**src/design/ddf_pkg.sv**
```systemverilog
// ----------------------------------------------------------------------------
// Decimal digit display feeder package
// Shared widths, codes and the queue status type.
// ----------------------------------------------------------------------------
package ddf_pkg;

    localparam int VALUE_W         = 27;
    localparam int POS_W           = 4;
    localparam int CODE_W          = 4;
    localparam int CNT_W           = $clog2(VALUE_W);
    // Enough decimal digits to hold any 27-bit value without loss.
    localparam int MIN_CONV_DIGITS = 9;

    localparam logic [CODE_W-1:0] BLANK_CODE = 4'd15;

    typedef struct packed {
        logic full;
        logic empty;
    } q_status_t;

endpackage

```
**src/design/ddf_front.sv**
```systemverilog
// ----------------------------------------------------------------------------
// Decimal digit display feeder front end
// Accepts a binary value and converts it to packed decimal digits by
// shift-and-add-three, one input bit per cycle.
// ----------------------------------------------------------------------------
module ddf_front #(
    parameter int CONV_DIGITS = 9
) (
    input  logic                              clk,
    input  logic                              rst_n,
    input  logic                              push,
    output logic                              full,
    input  logic [ddf_pkg::VALUE_W-1:0]       value,
    input  ddf_pkg::q_status_t                q_status,
    output logic                              q_push,
    output logic [4*CONV_DIGITS-1:0]          q_data
);

    localparam int BCD_W = 4 * CONV_DIGITS;

    typedef enum logic [1:0] {
        ST_IDLE,
        ST_CONV,
        ST_HOLD
    } state_t;

    state_t                        state_reg;
    logic [ddf_pkg::CNT_W-1:0]     cnt_reg;
    logic [ddf_pkg::VALUE_W-1:0]   shift_reg;
    logic [BCD_W-1:0]              bcd_reg;
    logic [BCD_W-1:0]              bcd_adj;
    logic                          accept;

    assign accept = push && (state_reg == ST_IDLE);
    assign full   = (state_reg != ST_IDLE);
    assign q_push = (state_reg == ST_HOLD) && !q_status.full;
    assign q_data = bcd_reg;

    // Any digit of five or more is corrected before the doubling shift.
    always_comb
    begin
        for (int i = 0; i < CONV_DIGITS; i++)
        begin
            if (bcd_reg[4*i +: 4] >= 4'd5)
                bcd_adj[4*i +: 4] = bcd_reg[4*i +: 4] + 4'd3;
            else
                bcd_adj[4*i +: 4] = bcd_reg[4*i +: 4];
        end
    end

    always_ff @(posedge clk or negedge rst_n)
    begin
        if (!rst_n)
        begin
            state_reg <= ST_IDLE;
            cnt_reg   <= '0;
        end
        else
        begin
            unique case (state_reg)
                ST_IDLE:
                begin
                    if (accept)
                    begin
                        state_reg <= ST_CONV;
                        cnt_reg   <= '0;
                    end
                end
                ST_CONV:
                begin
                    if (cnt_reg == ddf_pkg::CNT_W'(ddf_pkg::VALUE_W - 1))
                        state_reg <= ST_HOLD;
                    cnt_reg <= cnt_reg + 1'b1;
                end
                ST_HOLD:
                begin
                    if (!q_status.full)
                        state_reg <= ST_IDLE;
                end
                default:
                begin
                    state_reg <= ST_IDLE;
                end
            endcase
        end
    end

    always_ff @(posedge clk)
    begin
        if (accept)
        begin
            shift_reg <= value;
            bcd_reg   <= '0;
        end
        else if (state_reg == ST_CONV)
        begin
            bcd_reg   <= {bcd_adj[BCD_W-2:0], shift_reg[ddf_pkg::VALUE_W-1]};
            shift_reg <= {shift_reg[ddf_pkg::VALUE_W-2:0], 1'b0};
        end
    end

`ifndef SYNTHESIS
    a_cnt_range: assert property (@(posedge clk) disable iff (!rst_n)
        (state_reg == ST_CONV) |-> (cnt_reg < ddf_pkg::CNT_W'(ddf_pkg::VALUE_W)))
        else $error("conversion counter ran past the last input bit");
`endif

endmodule

```
**src/design/ddf_queue.sv**
```systemverilog
// ----------------------------------------------------------------------------
// Decimal digit display feeder queue
// Two-entry queue of converted digit words between front and back.
// ----------------------------------------------------------------------------
module ddf_queue #(
    parameter int CONV_DIGITS = 9
) (
    input  logic                        clk,
    input  logic                        rst_n,
    input  logic                        push,
    input  logic [4*CONV_DIGITS-1:0]    wr_data,
    input  logic                        pop,
    output logic [4*CONV_DIGITS-1:0]    rd_data,
    output ddf_pkg::q_status_t          status
);

    localparam int BCD_W = 4 * CONV_DIGITS;

    logic [BCD_W-1:0] entry_reg [2];
    logic             wr_ptr_reg;
    logic             rd_ptr_reg;
    logic [1:0]       count_reg;
    logic             do_push;
    logic             do_pop;

    assign status.full  = (count_reg == 2'd2);
    assign status.empty = (count_reg == 2'd0);
    assign do_push      = push && !status.full;
    assign do_pop       = pop && !status.empty;
    assign rd_data      = entry_reg[rd_ptr_reg];

    always_ff @(posedge clk or negedge rst_n)
    begin
        if (!rst_n)
        begin
            wr_ptr_reg <= 1'b0;
            rd_ptr_reg <= 1'b0;
            count_reg  <= 2'd0;
        end
        else
        begin
            if (do_push)
                wr_ptr_reg <= !wr_ptr_reg;
            if (do_pop)
                rd_ptr_reg <= !rd_ptr_reg;
            if (do_push && !do_pop)
                count_reg <= count_reg + 2'd1;
            else if (do_pop && !do_push)
                count_reg <= count_reg - 2'd1;
        end
    end

    always_ff @(posedge clk)
    begin
        if (do_push)
            entry_reg[wr_ptr_reg] <= wr_data;
    end

`ifndef SYNTHESIS
    a_count_range: assert property (@(posedge clk) disable iff (!rst_n)
        count_reg <= 2'd2)
        else $error("queue count exceeds its depth");
`endif

endmodule

```
**src/design/ddf_back.sv**
```systemverilog
// ----------------------------------------------------------------------------
// Decimal digit display feeder back end
// Turns one converted digit word into a run of digit-register writes.
// ----------------------------------------------------------------------------
module ddf_back #(
    parameter int DIGITS      = 8,
    parameter int CONV_DIGITS = 9
) (
    input  logic                          clk,
    input  logic                          rst_n,
    input  ddf_pkg::q_status_t            q_status,
    input  logic [4*CONV_DIGITS-1:0]      q_data,
    output logic                          q_pop,
    output logic                          empty,
    input  logic                          pop,
    output logic [ddf_pkg::POS_W-1:0]     digit_position,
    output logic [ddf_pkg::CODE_W-1:0]    code,
    output logic                          last
);

    localparam int BCD_W = 4 * CONV_DIGITS;
    localparam logic [ddf_pkg::POS_W-1:0] LAST_POS = ddf_pkg::POS_W'(DIGITS);

    logic                          active_reg;
    logic [ddf_pkg::POS_W-1:0]     pos_reg;
    logic [BCD_W-1:0]              rest_reg;
    logic                          out_valid_reg;
    logic [ddf_pkg::POS_W-1:0]     position_reg;
    logic [ddf_pkg::CODE_W-1:0]    code_reg;
    logic                          last_reg;
    logic                          out_free;
    logic                          emit;

    assign out_free       = !out_valid_reg || pop;
    assign emit           = active_reg && out_free;
    assign q_pop          = !active_reg && !q_status.empty;
    assign empty          = !out_valid_reg;
    assign digit_position = position_reg;
    assign code           = code_reg;
    assign last           = last_reg;

    always_ff @(posedge clk or negedge rst_n)
    begin
        if (!rst_n)
        begin
            active_reg    <= 1'b0;
            pos_reg       <= '0;
            out_valid_reg <= 1'b0;
        end
        else
        begin
            if (q_pop)
            begin
                active_reg <= 1'b1;
                pos_reg    <= ddf_pkg::POS_W'(1);
            end
            else if (emit)
            begin
                if (pos_reg == LAST_POS)
                    active_reg <= 1'b0;
                pos_reg <= pos_reg + 1'b1;
            end

            if (emit)
                out_valid_reg <= 1'b1;
            else if (pop)
                out_valid_reg <= 1'b0;
        end
    end

    // A position is blank once no nonzero digit remains at or above it.
    always_ff @(posedge clk)
    begin
        if (q_pop)
            rest_reg <= q_data;
        else if (emit)
            rest_reg <= rest_reg >> ddf_pkg::CODE_W;

        if (emit)
        begin
            position_reg <= pos_reg;
            code_reg     <= (rest_reg == '0) ? ddf_pkg::BLANK_CODE
                                             : rest_reg[ddf_pkg::CODE_W-1:0];
            last_reg     <= (pos_reg == LAST_POS);
        end
    end

`ifndef SYNTHESIS
    a_pos_range: assert property (@(posedge clk) disable iff (!rst_n)
        active_reg |-> (pos_reg >= ddf_pkg::POS_W'(1)) && (pos_reg <= LAST_POS))
        else $error("digit position out of range while emitting");

    a_last_pos: assert property (@(posedge clk) disable iff (!rst_n)
        (out_valid_reg && last_reg) |-> (position_reg == LAST_POS))
        else $error("last flag set on a position other than the top one");
`endif

endmodule

```
**src/design/decimal_digit_display_feeder_unit.sv**
```systemverilog
// ----------------------------------------------------------------------------
// Decimal digit display feeder
// Converts a binary value into blanked decimal digit-register writes.
//
// Channel  Direction  Handshake       Payload
// -------  ---------  --------------  ----------------------------------
// input    in         push / full     value[26:0]
// result   out        empty / pop     digit_position[3:0], code[3:0], last
//
// The conversion takes one input bit per cycle; an item holds the front end
// through accept, 27 shift steps and hand-off; no new item is taken before
// hand-off. The back end issues DIGITS writes, one per cycle unless stalled.
// Reset clears all control state; no clearing pass is needed.
// A stalled result side fills the two-entry queue, then holds the front end.
// ----------------------------------------------------------------------------
module decimal_digit_display_feeder_unit #(
    parameter int DIGITS = 8
) (
    input  logic                          clk,
    input  logic                          rst_n,
    input  logic                          push,
    output logic                          full,
    input  logic [ddf_pkg::VALUE_W-1:0]   value,
    output logic                          empty,
    input  logic                          pop,
    output logic [ddf_pkg::POS_W-1:0]     digit_position,
    output logic [ddf_pkg::CODE_W-1:0]    code,
    output logic                          last
);

    localparam int CONV_DIGITS = (DIGITS > ddf_pkg::MIN_CONV_DIGITS)
                                 ? DIGITS : ddf_pkg::MIN_CONV_DIGITS;
    localparam int BCD_W       = 4 * CONV_DIGITS;

    ddf_pkg::q_status_t  q_status;
    logic                q_push;
    logic                q_pop;
    logic [BCD_W-1:0]    q_wr_data;
    logic [BCD_W-1:0]    q_rd_data;

    ddf_front #(
        .CONV_DIGITS (CONV_DIGITS)
    ) u_front (
        .clk      (clk),
        .rst_n    (rst_n),
        .push     (push),
        .full     (full),
        .value    (value),
        .q_status (q_status),
        .q_push   (q_push),
        .q_data   (q_wr_data)
    );

    ddf_queue #(
        .CONV_DIGITS (CONV_DIGITS)
    ) u_queue (
        .clk     (clk),
        .rst_n   (rst_n),
        .push    (q_push),
        .wr_data (q_wr_data),
        .pop     (q_pop),
        .rd_data (q_rd_data),
        .status  (q_status)
    );

    ddf_back #(
        .DIGITS      (DIGITS),
        .CONV_DIGITS (CONV_DIGITS)
    ) u_back (
        .clk            (clk),
        .rst_n          (rst_n),
        .q_status       (q_status),
        .q_data         (q_rd_data),
        .q_pop          (q_pop),
        .empty          (empty),
        .pop            (pop),
        .digit_position (digit_position),
        .code           (code),
        .last           (last)
    );

endmodule
```
**config.mk**
```make
export PLATFORM = sky130hd
export DESIGN_NAME = decimal_digit_display_feeder_unit
export DESIGN_NICKNAME = d
export VERILOG_FILES = /design/src/design/ddf_pkg.sv /design/src/design/ddf_front.sv /design/src/design/ddf_queue.sv /design/src/design/ddf_back.sv /design/src/design/decimal_digit_display_feeder_unit.sv
export SDC_FILE = /design/constraint.sdc
export NUM_CORES = 1
export LEC_CHECK = 0
export ABC_CLOCK_PERIOD_IN_PS = 5920
export BUFFER_PORTS_ARGS = -buffer_cell sky130_fd_sc_hd__buf_2
export CORE_MARGIN = 2
export CORE_UTILIZATION = 66
export DETAILED_ROUTE_END_ITERATION = 7
export MAX_ROUTING_LAYER = met4
export PLACE_DENSITY = 0.95
export SLEW_MARGIN = 20
export SYNTH_ARGS = -nofsm -noshare
export SYNTH_HDL_FRONTEND = slang
export SYNTH_HIERARCHICAL = 1
export SYNTH_SLANG_ARGS = --single-unit
```
**constraint.sdc**
```tcl
create_clock -name clk -period 5.92 [get_ports clk]
set_input_delay 0 -clock clk [delete_from_list [all_inputs] [get_ports clk]]
set_output_delay 0 -clock clk [all_outputs]
set_load 0.005 [all_outputs]
```
==> run_results.csv <==
group,metric,value,unit
run_status,status,"finished, final reports clean",
drt,drt-wirelength-per-cell,19.9,um
global_routing,gr-total-overflow,0,
finish,syn2layout_area_growth,12.8,%
finish,final_layout_size_suffix_gt1_share,22.5,%
sta,fin_skew,9.78,ps
sta,tns,0,ps
sta,drv_slew,0,
finish,finalCoreUtilization,76.5,%
sta,max_freq,0.389,GHz
yosys,synth-edff-count,144,
setup_path,critPathKind,"reg2reg",
finish,multi_input_area,2780,um^2
yosys,synth_flop_cell,"edfxtp_1",
clock_tree,postCtsSetupRepairBufs,0,
yosys,netlist_area,8590,um^2
clock_tree,clk_pin_slew,60,ps
yosys,ys_ff_latch,197,
floorplan,rows,41,
clock_tree,clockRootBuffer,"clkbuf_16",
clock_tree,ctsHtreeMaxLevel,4,
finish,seq_area,5470,um^2
power_and_ir_drop,ir_drop,0.000327,V
yosys,ys_types,44,
floorplan,die_h,118,um
clock_tree,cts.sinks,197,
sta,worstMarginPinSlew,1040,ps
floorplan,io_pins,42,
yosys,syn_inst,638,
yosys,synthXorXnorAreaFrac,1.63,%
global_routing,grt_pass1_wl,27900,um
floorplan,die-area,13900,um^2
finish,fin_cells,892,
finish,nFillCells,686,
sta,maxSlewHeadroom,30.7,%
clock_tree,cts_tree,"built",
yosys,yosysWarnings,6,
sta,period_needed,2570,ps
drt,dr_total_vias,5474,
setup_path,critPathLaunchType,"flop",
run,drv_cap,0,
yosys,yosysSeqAreaShare,63.7,%
drt,dr.pass1.iters,5,
drt,drc,0,
setup_path,r2r_setup_slack,3350,ps
setup_path,worstReg2RegStart,"u_queue/count_reg[0]",
yosys,synth_top_family_by_area,"multiplexers",
yosys,syn_nets,692,
drt,drt-initial-drc-count,557,
setup_path,end_kind,"flop",
global_routing,antenna_found_initial,0,
drt,wirelength,17800,um
worst_hold_path,hp-class,"in2async",
sta,rsz0062_at_grt,"no",
setup_path,setup.worst_path.start,"u_queue/count_reg[0]",
power_and_ir_drop,power.leakage,3.77,nW
setup_path,cp_max_fo,42,
setup_path,required,5990,ps
clock_tree,cts_buffer_depth,2,
drt,ant_nets,0,
floorplan,die_w,118,um
place,placedCellCount,830,
clock_tree,clock_latency,440,ps
place,dp_hpwl,10500,um
yosys,yosys.area_share.simple,9.57,%
yosys,syn_avg_cell_area,13.5,um^2
drt,routed_via_density,6.14,
yosys,synthArstFlopShare,8.63,%
power_and_ir_drop,power.density,514,nW/um^2
setup_path,crit_end,"u_back/rest_reg[29]",
setup_path,critical_path_arrival,2640,ps
yosys,synth_mux_area_share,11.4,%
setup_path,r2r_cells,3,
global_routing,first_global_vias,5437,
global_routing,grtUsageTotal,27.0,%
finish,diodes,0,
place,port-buffer-count,41,
sta,hold_viol_final,0,
floorplan,core,12700,um^2
yosys,synth_compound_area_share,6.41,%
sta,period_share,43.4,%
setup_path,r2r_end,"u_back/rest_reg[29]",
yosys,synthAdderAreaFrac,3.35,%
place,gp_congestion,0.869,
global_routing,grt_max_degree,43,
floorplan,start_util,67.8,%
finish,largest_reg_flops,72,
sta,fin_hold_ws,21.0,ps
clock_tree,cts_buffers,17,
finish,fin_nets,761,
sta,finalSetupViolations,0,
## layout by cell type, fill, tap and decap left out, types with 3 or more instances in the layout
cell type / n
dlygate4sd3_1: 30
clkinv_2: 3
nand2b_1: 12
a21oi_2: 3
dfxtp_1: 36
mux2_2: 48
o21ai_0: 34
o311ai_0: 6
o22ai_1: 7
o211ai_1: 6
nand2_1: 92
o31ai_1: 7
xor2_1: 4
buf_2: 41
a21oi_1: 18
buf_4: 4
edfxtp_1: 144
o21ai_1: 3
ha_1: 23
nor4_1: 9
clkbuf_1: 3
clkbuf_16: 18
nand4_1: 3
xnor2_1: 12
dfrtp_1: 16
and2_1: 4
nand3_1: 32
nor2_1: 14
inv_1: 30
mux2_4: 29
## worst max-delay path, cell delays in order (launching register included)
cell and delay [ps]:
dfrtp_1 440, nor2_1 120, nor2_4 810, or2_2 810
## power breakdown
part	internal, mW	switching, mW	leakage, nW
clock	0.622	0.480	0.273
combinational	0.661	0.793	1.60
sequential	2.03	0.398	1.90
total	3.31	1.67	3.77
## what timing repair did
action                                 CTS  global route
hold buffers                            30             0
endpoints found under the hold margin   46             0
resized for setup                        0             0
## cells in the mapped netlist (all sizes together), types with 17 or more instances
cell type / n / area share [%]
edfxtp: 144 / 50
nand2: 92 / 4.0
mux2: 77 / 11
o21ai: 37 / 2.2
dfxtp: 36 / 8.4
inv: 32 / 1.4
nand3: 32 / 1.9
buf: 23 / 2.5
ha: 23 / 3.3
a21oi: 21 / 1.4
dfrtp: 17 / 5.0
nor2: 17 / 0.80
## how the worst min path moves through the flow
stage / end / start / slack [ps] / cells after the start
finish: u_back/out_valid_reg / rst_n / 20 / 2
global route: u_front/cnt_reg[3] / rst_n / 60 / 2
CTS: u_front/cnt_reg[4] / rst_n / 20 / 2
detailed placement: u_front/cnt_reg[3] / rst_n / -50 / 1
global placement: u_front/cnt_reg[0] / rst_n / -60 / 1
floorplan: u_back/active_reg / rst_n / -300 / 0
## stage by stage
step | power [mW] | setup WS [ps] | area [um^2]
2_1_floorplan | 3.46 | 3040 | 8590
3_3_place_gp | 3.63 | 3480 | 8830
5_1_grt | 5.22 | 3210 | 9690
6_report | 4.98 | 3350 | 9690
4_1_cts | 4.95 | 3360 | 9690
3_5_place_dp | 3.82 | 3350 | 8830
## area by class of cell
cell class              count  area share, %
clock buffers              23           5.05
clock inverters             9          0.787
inverters                  32           1.24
multi-input cells         384           28.7
flip-flops and latches    197           56.5
well taps                 172           2.22
repair buffers             75           5.52
## routing by layer
layer	share of wire, %	wire length, um	global-route usage [%]	vias up
li1	-	-	-	2449
met1	37	6550	30.1	2688
met2	54	9540	47.0	277
met3	6.4	1130	5.91	60
met4	3.0	533	11.1	0
met5	0	0	-	-
## logic make-up (layout without fill, tap and decap cells)
kind of cell	after synthesis	after routing
buf+inv	57	139
compound gates	89	89
flops	197	197
simple gates	179	179
fa+ha+maj	23	23
xor+xnor	16	16
mux	77	77
Note: power is estimated with default switching activity, not from simulation.
